--- src/rtl/bscf_pkg.sv ---
// Shared types and constants for the byte-stuffed CRC framer.
`timescale 1ns / 1ps
`default_nettype none

package bscf_pkg;

  // Configuration register indexes
  localparam logic REG_MAX_LEN = 1'b0;
  localparam logic REG_CRC_EN  = 1'b1;

  localparam int CFG_DW = 13;

  // Job queue geometry
  localparam int QUEUE_DEPTH = 4;
  localparam int QUEUE_AW    = 2;
  localparam int QUEUE_CW    = 3;

  // One classified input byte, as handed from the front end to the back end
  typedef struct packed {
    logic        ovf;      // length exceeded: emit the single overflow beat
    logic        lead;     // leading separator still owed
    logic [7:0]  data;     // payload byte
    logic        last;     // byte closes the message
    logic        crc_en;   // append CRC before the closing separator
    logic [15:0] crc;      // CRC including this byte
  } job_t;

  // Queue status seen by both ends
  typedef struct packed {
    logic full;
    logic empty;
  } q_stat_t;

endpackage

`default_nettype wire

--- src/rtl/bscf_front.sv ---
// Front end: configuration registers, length check, CRC update and job issue.
`timescale 1ns / 1ps
`default_nettype none

module bscf_front #(
  parameter int MAX_MESSAGE_LIMIT = 4096
) (
  input  wire logic                       clk,
  input  wire logic                       rst,
  input  wire logic                       cfg_we,
  input  wire logic                       cfg_index,
  input  wire logic [bscf_pkg::CFG_DW-1:0] cfg_data,
  input  wire logic                       s_tvalid,
  output logic                            s_tready,
  input  wire logic [7:0]                 s_tdata,
  input  wire logic                       s_tlast,
  input  wire bscf_pkg::q_stat_t          q_stat,
  output logic                            push,
  output bscf_pkg::job_t                  push_job
);

  localparam int CW   = $clog2(MAX_MESSAGE_LIMIT + 1);
  localparam int CMPW = (CW > bscf_pkg::CFG_DW) ? CW : bscf_pkg::CFG_DW;

  logic [bscf_pkg::CFG_DW-1:0] max_len;
  logic                        crc_en;
  logic                        leading;
  logic                        discarding;
  logic [CW-1:0]               byte_count;
  logic [15:0]                 crc_value;

  logic [CMPW-1:0] len_ext;
  logic [CMPW-1:0] limit;
  logic            at_limit;
  logic            accept;
  logic [15:0]     crc_next;

  // CRC-16, poly 0x1021, MSB first, one byte
  function automatic logic [15:0] crc_add(input logic [15:0] crc, input logic [7:0] b);
    logic [15:0] c;
    c = crc ^ {b, 8'h00};
    for (int k = 0; k < 8; k++) begin
      c = c[15] ? ({c[14:0], 1'b0} ^ 16'h1021) : {c[14:0], 1'b0};
    end
    return c;
  endfunction

  // Saturate the configured length to the build limit
  always_comb begin
    len_ext  = CMPW'(max_len);
    limit    = (len_ext > CMPW'(MAX_MESSAGE_LIMIT)) ? CMPW'(MAX_MESSAGE_LIMIT) : len_ext;
    at_limit = CMPW'(byte_count) >= limit;
    crc_next = crc_add(crc_value, s_tdata);
  end

  assign s_tready = !q_stat.full;
  assign accept   = s_tvalid && s_tready;

  // Build the job for this beat
  always_comb begin
    push_job        = '0;
    push_job.ovf    = at_limit;
    push_job.lead   = leading;
    push_job.data   = s_tdata;
    push_job.last   = s_tlast;
    push_job.crc_en = crc_en;
    push_job.crc    = crc_next;
    push            = accept && !discarding;
  end

  // Configuration writes
  always_ff @(posedge clk) begin
    if (rst) begin
      max_len <= bscf_pkg::CFG_DW'(128);
      crc_en  <= 1'b1;
    end else if (cfg_we) begin
      unique case (cfg_index)
        bscf_pkg::REG_MAX_LEN: max_len <= cfg_data;
        bscf_pkg::REG_CRC_EN:  crc_en  <= cfg_data[0];
        default: ;
      endcase
    end
  end

  // Message state
  always_ff @(posedge clk) begin
    if (rst) begin
      leading    <= 1'b1;
      discarding <= 1'b0;
      byte_count <= '0;
      crc_value  <= '0;
    end else if (accept) begin
      priority if (discarding) begin
        if (s_tlast) begin
          discarding <= 1'b0;
          byte_count <= '0;
          crc_value  <= '0;
        end
      end else if (at_limit) begin
        discarding <= !s_tlast;
        byte_count <= '0;
        crc_value  <= '0;
      end else begin
        leading <= 1'b0;
        if (s_tlast) begin
          byte_count <= '0;
          crc_value  <= '0;
        end else begin
          byte_count <= byte_count + CW'(1);
          crc_value  <= crc_next;
        end
      end
    end
  end

endmodule

`default_nettype wire

--- src/rtl/bscf_queue.sv ---
// Short job queue between the front and back ends.
`timescale 1ns / 1ps
`default_nettype none

module bscf_queue (
  input  wire logic           clk,
  input  wire logic           rst,
  input  wire logic           push,
  input  wire bscf_pkg::job_t push_job,
  input  wire logic           pop,
  output bscf_pkg::job_t      head,
  output bscf_pkg::q_stat_t   stat
);

  bscf_pkg::job_t                  slots [bscf_pkg::QUEUE_DEPTH];
  logic [bscf_pkg::QUEUE_AW-1:0]   wr_ptr;
  logic [bscf_pkg::QUEUE_AW-1:0]   rd_ptr;
  logic [bscf_pkg::QUEUE_CW-1:0]   fill;

  assign head       = slots[rd_ptr];
  assign stat.full  = fill == bscf_pkg::QUEUE_CW'(bscf_pkg::QUEUE_DEPTH);
  assign stat.empty = fill == '0;

  // Store pushed jobs
  always_ff @(posedge clk) begin
    if (push) begin
      slots[wr_ptr] <= push_job;
    end
  end

  // Advance pointers and fill level
  always_ff @(posedge clk) begin
    if (rst) begin
      wr_ptr <= '0;
      rd_ptr <= '0;
      fill   <= '0;
    end else begin
      if (push) begin
        wr_ptr <= wr_ptr + bscf_pkg::QUEUE_AW'(1);
      end
      if (pop) begin
        rd_ptr <= rd_ptr + bscf_pkg::QUEUE_AW'(1);
      end
      unique case ({push, pop})
        2'b10:   fill <= fill + bscf_pkg::QUEUE_CW'(1);
        2'b01:   fill <= fill - bscf_pkg::QUEUE_CW'(1);
        default: fill <= fill;
      endcase
    end
  end

endmodule

`default_nettype wire

--- src/rtl/bscf_back.sv ---
// Back end: expands each job into stuffed line beats through an output register.
`timescale 1ns / 1ps
`default_nettype none

module bscf_back (
  input  wire logic              clk,
  input  wire logic              rst,
  input  wire bscf_pkg::job_t    head,
  input  wire bscf_pkg::q_stat_t q_stat,
  output logic                   pop,
  output logic                   m_tvalid,
  input  wire logic              m_tready,
  output logic [7:0]             m_tdata,   // line_byte
  output logic                   m_tlast,
  output logic [1:0]             m_tuser    // [0] frame_done, [1] overflow
);

  localparam logic [7:0] ESC_BYTE = 8'd254;
  localparam logic [7:0] SEP_CODE = 8'd1;

  typedef enum logic [11:0] {
    ST_START    = 12'b000000000001,
    ST_LEAD_ESC = 12'b000000000010,
    ST_LEAD_ONE = 12'b000000000100,
    ST_DATA     = 12'b000000001000,
    ST_DATA_Z   = 12'b000000010000,
    ST_CRC_HI   = 12'b000000100000,
    ST_CRC_HI_Z = 12'b000001000000,
    ST_CRC_LO   = 12'b000010000000,
    ST_CRC_LO_Z = 12'b000100000000,
    ST_SEP_ESC  = 12'b001000000000,
    ST_SEP_ONE  = 12'b010000000000,
    ST_OVF      = 12'b100000000000
  } state_t;

  state_t     state;
  state_t     cur;
  state_t     nxt;
  state_t     after_data;
  logic       beat_go;
  logic       final_beat;
  logic [7:0] beat_byte;

  // Pick the beat to emit now and the one after it
  always_comb begin
    priority if (state != ST_START) cur = state;
    else if (head.ovf)              cur = ST_OVF;
    else if (head.lead)             cur = ST_LEAD_ESC;
    else                            cur = ST_DATA;

    if (!head.last)       after_data = ST_START;
    else if (head.crc_en) after_data = ST_CRC_HI;
    else                  after_data = ST_SEP_ESC;

    nxt        = ST_START;
    final_beat = 1'b0;
    beat_byte  = 8'h00;
    unique case (cur)
      ST_LEAD_ESC: begin
        beat_byte = ESC_BYTE;
        nxt       = ST_LEAD_ONE;
      end
      ST_LEAD_ONE: begin
        beat_byte = SEP_CODE;
        nxt       = ST_DATA;
      end
      ST_DATA: begin
        beat_byte = head.data;
        if (head.data == ESC_BYTE) begin
          nxt = ST_DATA_Z;
        end else begin
          nxt        = after_data;
          final_beat = !head.last;
        end
      end
      ST_DATA_Z: begin
        nxt        = after_data;
        final_beat = !head.last;
      end
      ST_CRC_HI: begin
        beat_byte = head.crc[15:8];
        nxt       = (head.crc[15:8] == ESC_BYTE) ? ST_CRC_HI_Z : ST_CRC_LO;
      end
      ST_CRC_HI_Z: nxt = ST_CRC_LO;
      ST_CRC_LO: begin
        beat_byte = head.crc[7:0];
        nxt       = (head.crc[7:0] == ESC_BYTE) ? ST_CRC_LO_Z : ST_SEP_ESC;
      end
      ST_CRC_LO_Z: nxt = ST_SEP_ESC;
      ST_SEP_ESC: begin
        beat_byte = ESC_BYTE;
        nxt       = ST_SEP_ONE;
      end
      ST_SEP_ONE: begin
        beat_byte  = SEP_CODE;
        final_beat = 1'b1;
      end
      ST_OVF: final_beat = 1'b1;
      default: ;
    endcase
  end

  // Emit whenever a job waits and the output register is free or draining
  assign beat_go = !q_stat.empty && (!m_tvalid || m_tready);
  assign pop     = beat_go && final_beat;

  always_ff @(posedge clk) begin
    if (rst) begin
      state <= ST_START;
    end else if (beat_go) begin
      state <= final_beat ? ST_START : nxt;
    end
  end

  // Output register
  always_ff @(posedge clk) begin
    if (rst) begin
      m_tvalid <= 1'b0;
    end else if (beat_go) begin
      m_tvalid <= 1'b1;
    end else if (m_tready) begin
      m_tvalid <= 1'b0;
    end
  end

  always_ff @(posedge clk) begin
    if (beat_go) begin
      m_tdata    <= beat_byte;
      m_tlast    <= final_beat;
      m_tuser[0] <= cur == ST_SEP_ONE;
      m_tuser[1] <= cur == ST_OVF;
    end
  end

endmodule

`default_nettype wire

--- src/rtl/byte_stuffed_crc_framer_top.sv ---
// Top level of the byte-stuffed CRC-16 message framer.
//
// Input channel s_*: one payload byte a beat, s_tlast marks the last byte of a
// message. Output channel m_*: one line byte a beat; 254 is sent as 254,0,
// messages are closed by an optional stuffed CRC-16 (high byte first) and a
// 254,1 separator, and the first payload byte after reset is preceded by 254,1.
// m_tlast marks the last beat caused by one input beat, m_tuser[0] the closing
// separator, m_tuser[1] the single overflow beat of a message that ran past
// max_message_length; the rest of such a message produces nothing.
// The first line beat of an input beat passes through the job queue and then
// the back end's single output register. Each input beat yields up to 10 line
// beats, one per cycle while the receiver is ready (none for the dropped rest
// of a message). A four-entry job queue lets input be taken while line beats
// are still going out. Reset (synchronous, rst high) empties the queue, clears
// count and CRC, owes the leading separator and sets max_message_length 128,
// crc_enable 1. A stalled receiver holds m_* steady; the input stalls once the
// queue fills. Configuration (cfg_we, cfg_index, cfg_data) is to be written by
// the user only while idle; the block itself does not enforce this.
`timescale 1ns / 1ps
`default_nettype none

module byte_stuffed_crc_framer_top #(
  parameter int MAX_MESSAGE_LIMIT = 4096
) (
  input  wire logic                        clk,
  input  wire logic                        rst,
  input  wire logic                        cfg_we,
  input  wire logic                        cfg_index,
  input  wire logic [bscf_pkg::CFG_DW-1:0] cfg_data,
  input  wire logic                        s_tvalid,
  output logic                             s_tready,
  input  wire logic [7:0]                  s_tdata,   // payload_byte
  input  wire logic                        s_tlast,
  output logic                             m_tvalid,
  input  wire logic                        m_tready,
  output logic [7:0]                       m_tdata,   // line_byte
  output logic                             m_tlast,
  output logic [1:0]                       m_tuser    // [0] frame_done, [1] overflow
);

  bscf_pkg::q_stat_t q_stat;
  bscf_pkg::job_t    push_job;
  bscf_pkg::job_t    head;
  logic              push;
  logic              pop;

  bscf_front #(
    .MAX_MESSAGE_LIMIT(MAX_MESSAGE_LIMIT)
  ) u_front (
    .clk      (clk),
    .rst      (rst),
    .cfg_we   (cfg_we),
    .cfg_index(cfg_index),
    .cfg_data (cfg_data),
    .s_tvalid (s_tvalid),
    .s_tready (s_tready),
    .s_tdata  (s_tdata),
    .s_tlast  (s_tlast),
    .q_stat   (q_stat),
    .push     (push),
    .push_job (push_job)
  );

  bscf_queue u_queue (
    .clk     (clk),
    .rst     (rst),
    .push    (push),
    .push_job(push_job),
    .pop     (pop),
    .head    (head),
    .stat    (q_stat)
  );

  bscf_back u_back (
    .clk     (clk),
    .rst     (rst),
    .head    (head),
    .q_stat  (q_stat),
    .pop     (pop),
    .m_tvalid(m_tvalid),
    .m_tready(m_tready),
    .m_tdata (m_tdata),
    .m_tlast (m_tlast),
    .m_tuser (m_tuser)
  );

endmodule

`default_nettype wire

--- config.mk ---
export PLATFORM = sky130hd
export DESIGN_NAME = byte_stuffed_crc_framer_top
export DESIGN_NICKNAME = d
export VERILOG_FILES = /design/src/rtl/bscf_pkg.sv /design/src/rtl/bscf_front.sv /design/src/rtl/bscf_queue.sv /design/src/rtl/bscf_back.sv /design/src/rtl/byte_stuffed_crc_framer_top.sv
export SDC_FILE = /design/constraint.sdc
export NUM_CORES = 1
export LEC_CHECK = 0
export BUFFER_PORTS_ARGS = -buffer_cell sky130_fd_sc_hd__buf_2
export CORE_ASPECT_RATIO = 0.75
export CORE_MARGIN = 2
export CORE_UTILIZATION = 40
export DETAILED_ROUTE_END_ITERATION = 16
export GPL_ROUTABILITY_DRIVEN = 0
export GPL_TIMING_DRIVEN = 0
export PLACE_DENSITY = 0.55
export SLEW_MARGIN = 20
export SYNTH_ARGS = -nofsm -noshare
export SYNTH_HDL_FRONTEND = slang
export SYNTH_SLANG_ARGS = --single-unit
export TNS_END_PERCENT = 30
--- constraint.sdc ---
create_clock -name clk -period 3.6 [get_ports clk]
set_input_delay 0.72 -clock clk [delete_from_list [all_inputs] [get_ports clk]]
set_output_delay 0.72 -clock clk [all_outputs]
set_load 0.005 [all_outputs]
[Word-level counts from Yosys, hierarchy flattened]
Memory sizes are Yosys's and may differ from the RTL's. A register that Yosys moved wholly into a read port is not among the register bits.
Index checks and enable logic that the tools add are counted.
W data, S select, Z words.
Cells by class
  $add $sub $neg: 5
  magnitude comparators: 2
  equality and inequality tests: 19
  multiplexer cells: 40
  bitwise operators: 12
  reduce and logical (&&, ||, !) cells: 21
Operator list (number)
  $mux W13: 13
  $pmux W12 S9: 1
  $mux W16: 4
  $mux W12: 5
  $pmux W8 S5: 1
  $eq A8 B8 Y1 const B: 3
  $not A3 Y3: 8
  $mux W10: 2
  $xor A16 B16 Y16: 1
  $add A13 B1 Y13 const B: 1
  $ge A13 B13 Y1: 1
  $gt A13 B13 Y1 const B: 1
  $eq A12 B10 Y1 const B: 1
  $eq A12 B11 Y1 const B: 1
  $eq A12 B12 Y1 const B: 1
  $eq A12 B2 Y1 const B: 1
  $eq A12 B3 Y1 const B: 1
  $eq A12 B4 Y1 const B: 1
  $eq A12 B5 Y1 const B: 1
  $eq A12 B6 Y1 const B: 1
  $eq A12 B7 Y1 const B: 1
  $eq A12 B8 Y1 const B: 1
  $eq A12 B9 Y1 const B: 1
  $ne A12 B1 Y1 const B: 1
  22 further kinds: 46
Word-level totals
  register bits: 76
  memory bits (writable): 112
  bits of input ports: 28
  output and inout port bits: 13
  logic and storage cells: 114
  memories kept: 1
Memories
  u_queue.slots: depth 4, bits a word 28, rd ports 1, clocked after memory_dff 1, wr ports 1, RTL line bscf_queue.sv:15  | bscf_pkg::job_t slots [bscf_pkg::QUEUE_DEPTH];

[Depth between registers and ports, before layout]
  depth after elaboration: 20
  gate-level depth with buffers: 14
  gate-level depth less buffers: 12

[Modules after synthesis]
From an unflattened synthesis, not the netlist that was laid out.
Second synthesis, totals
  cell total of the unflattened synthesis: 627
  area, all modules: 8267.9 sq um
Modules (own cells, without submodules)
  bscf_queue: times used 1, cells each 193, area each 4524.3 sq um, seq. area each 3543.4 sq um
  bscf_front: times used 1, cells each 276, area each 2367.3 sq um, seq. area each 900.9 sq um
  bscf_back: times used 1, cells each 158, area each 1376.3 sq um, seq. area each 550.5 sq um

[Least setup slack after synthesis]
Ideal clock, no wire load.
  path type: reg2reg
  start: reg (tool-made name)
  end: reg u_queue.fill[2] in the netlist's numbering
  library setup time: 0.070 ns
  arrival time: 3.060 ns
  data required time: 3.530 ns
  path slack: 0.469 ns
  stages on the path, launching flop included: 15
  clock period less this slack: 3.131 ns
  path through: dfxtp_1 -> buf_6 -> buf_4 -> mux4_2 -> nand4_1 -> or2_2 -> a41oi_1 -> o21ai_0 -> and2_1 -> ha_1 -> inv_1 -> fa_1 -> xor2_1 -> or3_1 -> a21oi_1
RTL lines
  end signal, assigned: RTL line bscf_queue.sv:45  | 2'b10: fill <= fill + bscf_pkg::QUEUE_CW'(1);
  end signal, assigned: RTL line bscf_queue.sv:46  | 2'b01: fill <= fill - bscf_pkg::QUEUE_CW'(1);
  end signal, assigned: RTL line bscf_queue.sv:47  | default: fill <= fill;
  end, declared: RTL line bscf_queue.sv:18  | logic [bscf_pkg::QUEUE_CW-1:0] fill;

[Worst setup path in the final report]
  start: reg u_back.state[8]
  end: reg u_queue.fill[2] in the netlist's numbering
On the way
  longest elaborated chain between the ends: 8
  elaborated cells between the ends (all ways): 13
  those cells by class: eq/ne: 7; mux: 3; reduce/logical: 3
Ends and longest elaborated chain
  start, declared: RTL line bscf_back.sv:36  | state_t state;
  start signal, assigned: RTL line bscf_back.sv:111  | state <= final_beat ? ST_START : nxt;
  $ne A12 B1 Y1: RTL line bscf_back.sv:46  | priority if (state != ST_START) cur = state;
  $mux W12 *: RTL line bscf_back.sv:46
  $eq A12 B12 Y1 or $eq A12 B11 Y1 (tied branches): RTL line bscf_back.sv:58  | unique case (cur)
  $reduce_or A2 Y1 (no source line)
  $pmux W1 S3 *: RTL line bscf_back.sv:58
  named net u_back.final_beat: RTL line bscf_back.sv:41  | logic final_beat;
  $logic_and A1 B1 Y1 *: RTL line bscf_back.sv:105  | assign pop = beat_go && final_beat;
  named net pop: RTL line byte_stuffed_crc_framer_top.sv:45  | logic pop;
  $eq A2 B1 Y1 or $eq A2 B2 Y1 (tied branches): RTL line bscf_queue.sv:44  | unique case ({push, pop})
  $pmux W3 S2 or $reduce_bool A2 Y1 (tied branches)
The timed path passes the listed nets; every way through them passes the cells marked *.
A chain may end at the register's enable or synchronous reset.

==> summary.txt <==
Timing
  • Setup violations, final: 0
  • Max-slew violations: 0
  • Worst relative slew slack: around 39%
  • Fin crit share: around 97%
  • Setup Skew: 0.0165 ns
  • FMAX: 287 MHz
  • Final Critical Period: ~3.5 ns
  • Hold Vio Cnt, Final: 0
  • Fin Hold WS: 0.459 ns
  • Slew @ Worst Pin: between 0.9 and 1 ns

Power and ir drop
  • NetSw: around 2100 µW
  • Pwr/cell area: between 600 and 700 nW/µm²
  • Internal power: approximately 4400 µW
  • Peak supply drop: roughly 0.35 mV
  • Leak Pwr: between 0.003 and 0.004 µW
  • Seq pwr share: between 40% and 50%
  • Final Power: about 6500 µW
  • Clock power share: 28.6%
  • Combinational power share: a little over a quarter
  • Switch share: between 30% and 40%

Global route
  • Global Route Usage Sum: 17.4%
  • Met2 usage: about a quarter
  • Initial antenna violation count: 0
  • GR Util met1: ~25%
  • Number of global-route vias before repair: between 4000 and 5000
  • Largest net degree at the start of global routing: 24
  • Met3 GRT Util: 4.00%
  • Most Crowded Layer GR: met2
  • GRT overflow: 0
  • Global-route wire length before repair: 27.8 mm

Yosys
  • Flip-flop and latch count after synthesis: roughly 190
  • Count leader, synth: edfxtp_1
  • Mapped Nets: around 660
  • Post-Syn Instances: 610
  • Synthesis Warnings: 0
  • Cell Area, Synth: just over 8000 µm²
  • Synth unique cells: 63
  • Commonest cells in the netlist: 123 x edfxtp_1, 68 x nand2_1, 65 x dfxtp_1
  • Proportion of synthesized flip-flops having asynchronous set or reset: 0%
  • Sequential area share after synthesis: about 61%
  • EDFF count, synth: between 100 and 150
  • Synth top area share: between 40% and 50%
  • Avg Synthesized Cell Area: 13.3 µm²
  • Top post-synthesis cells by area: edfxtp_1 45%, dfxtp_1 16%, mux4_2 7.8%, nand2_1 3.1%, ha_1 2.9%
  • Top_reg_cell synth: edfxtp_1
  • Area leader, netlist: edfxtp_1

Route
  • Vias per cell: around 5.4
  • Routed WL: 17.9 mm
  • 1st-pass router iterations: 4
  • DR vias: around 5100
  • Post-route ant nets: 0
  • Initial DRC count: 407
  • # DRC: 0
  • Wire per inst: between 15 and 20 µm

Final layout
  • Layout cell share with drive strength beyond 1: between 10% and 20%
  • Final Util: a little under half
  • Finished Cell Area: around 9400 µm²
  • # nets final: 721
  • N_diodes: 0
  • Area delta synth->final: 15.3%

Critical path
  • Worst R2R End: u_queue.fill[2]$_SDFFE_PP0P_
  • Reg-to-Reg Start: u_back.state[8]$_SDFFE_PP0P_
  • Crit path DAT: approximately 3.9 ns
  • CP most frequent cell: or3_1
  • Worst setup SP type: flip-flop
  • CP max-delay cell: or4bb_1
  • Crit path required time: about 4.0 ns
  • Cells along the critical path: or3_1 -> or4bb_1 -> nor2_1 -> a41oi_1 -> o21ai_2 -> and2_1 -> ha_1 -> inv_1 -> fa_1 -> xor2_1 -> or3_1 -> a21oi_1
  • Crit. End Element: flip-flop
  • CP peak stage delay: roughly 0.6 ns
  • Worst-path maximum fanout: 6
  • Setup slack, reg-to-reg: about 0.12 ns
  • R2R depth: 12
  • Worst Path Buf+Inv: 1
  • Crit-path leading delay family: simple AND/OR/NAND/NOR gates
  • Setup CP Type: reg2reg

Place
  • Post-place instance area: 8760 µm²
  • PortBufs: 40
  • Dpl hpwl: ~12 mm

Clock network
  • Clk_lat worst skew: ~0.44 ns
  • CTS tree: built
  • H-tree levels: 4
  • CTS root buffer: clkbuf_16
  • Clock-pin slew on the worst setup and hold paths: 0.08 ns
  • CTS buffer count: 17
  • Clock Tree Buf Depth: 2
  • CTS sink cnt: about 190
  • Postcts setup bufs: 0

Floorplanning
  • Die X: about 170 µm
  • Starting Density: 40.5%
  • IO Count: slightly above 40
  • Row Count: 45
  • Core ar.: about 20000 µm²
  • Die area: about 22000 µm²
  • Die height: about 130 µm

Job
  • Max_cap viols: 0

Worst hold path
  • Hold Crit Start: u_front.len_ext[5]$_SDFFE_PP0P_
  • WHS Path Cells: 2
  • WHS Endpoint: u_front.len_ext[5]$_SDFFE_PP0P_
  • Hold Crit Class: reg2reg

Status
  • Outcome: finished, final reports clean
## state kept, by name, summed over array words and instances, names as in the netlist, named ones only
signal	cells
u_queue.wr_ptr	2
u_front.discarding	1
u_queue.fill	3
u_front.crc_value	16
u_front.len_ext	13
u_back.m_tvalid	1
u_front.byte_count	13
u_queue.rd_ptr	2
u_front.leading	1
u_back.state	10
u_back.m_tlast	1
u_queue.slots	112
u_front.crc_en	1
u_back.m_tuser	2
u_back.m_tdata	8
## power by group through the flow
stage | combinational, µW | sequential, µW | clock [µW]
after detailed placement | 1720 | 2920 | 0
final | 1750 | 2860 | 1850
after global routing | 1920 | 2890 | 1980
after global placement | 1640 | 2910 | 0
after CTS | 1740 | 2870 | 1890
after floorplan | 1140 | 2900 | 0
## layer usage
metal  part of all wire [%]  up-vias  routed length (µm)
met4                    1.0        0                 182
li1                       -     2424                   -
met1                     50     2549                8950
met5                      0        -                   0
met2                     45      109                8050
met3                    4.3       16                 770
## cell families after synthesis
group | count (synthesis) | share of synthesized area [%]
flops | 188 | 61.4
simple gates | 185 | 11.4
compound gates | 105 | 9.57
buf+inv | 47 | 2.62
xor+xnor | 34 | 3.66
mux | 31 | 8.14
fa+ha+maj | 20 | 3.17
## tightest hold or removal path, delay by kind of cell (launching register included)
kind | cells | cell delay (ns)
AOI/OAI and AO/OA | 1 | 0.05
DFF | 1 | 0.31
and+or+nand+nor | 1 | 0.05
## how the worst max path moves through the flow
stage	slack (ns)	cells past startpoint	end	from
finish	0.12	12	u_queue.fill[2]$_SDFFE_PP0P_	u_back.state[8]$_SDFFE_PP0P_
global route	-0.02	14	u_queue.fill[2]$_SDFFE_PP0P_	flip-flop
CTS	0.06	14	u_queue.fill[2]$_SDFFE_PP0P_	flip-flop
detailed placement	-0.11	14	u_queue.fill[2]$_SDFFE_PP0P_	flip-flop
global placement	-0.04	14	u_queue.fill[2]$_SDFFE_PP0P_	flip-flop
floorplan	0.47	14	u_queue.fill[2]$_SDFFE_PP0P_	flip-flop
## area by class of cell
type                       count  area, µm²
multi-input combinational    375       2940
fill                        1718      10700
sequential                   188       4990
clock buffer                  17        425
buffer                        28        159
inverter                      19       71.3
timing repair buffer          44        303
tap                          258        323
clock inverter                15        165
## repair_timing
action                     CTS  global route
gates resized for setup      3             5
setup endpoints to repair    1             1
hold buffers                 0             0
pin swaps                    0             0
## stage by stage
step	setup slack, ns	TNS, ns	std cells
4_1_cts	0.0551	0	944
3_3_place_gp	-0.0407	-0.0407	908
2_1_floorplan	0.469	0	610
3_5_place_dp	-0.112	-0.112	912
6_report	0.122	0	944
5_1_grt	-0.0176	-0.0176	944
## placed cells by master, fill, tap and decap left out, types with 16 or more instances in the layout
master and instances:
xnor2_1 20, inv_1 19, nand3_1 20, nand2_1 68
ha_1 19, mux4_2 28, dfxtp_1 65, clkbuf_16 17
a22o_1 20, clkbuf_1 16, buf_2 46, a21oi_1 20
nor2_1 26, edfxtp_1 123
(Power assumes the default switching activity.)
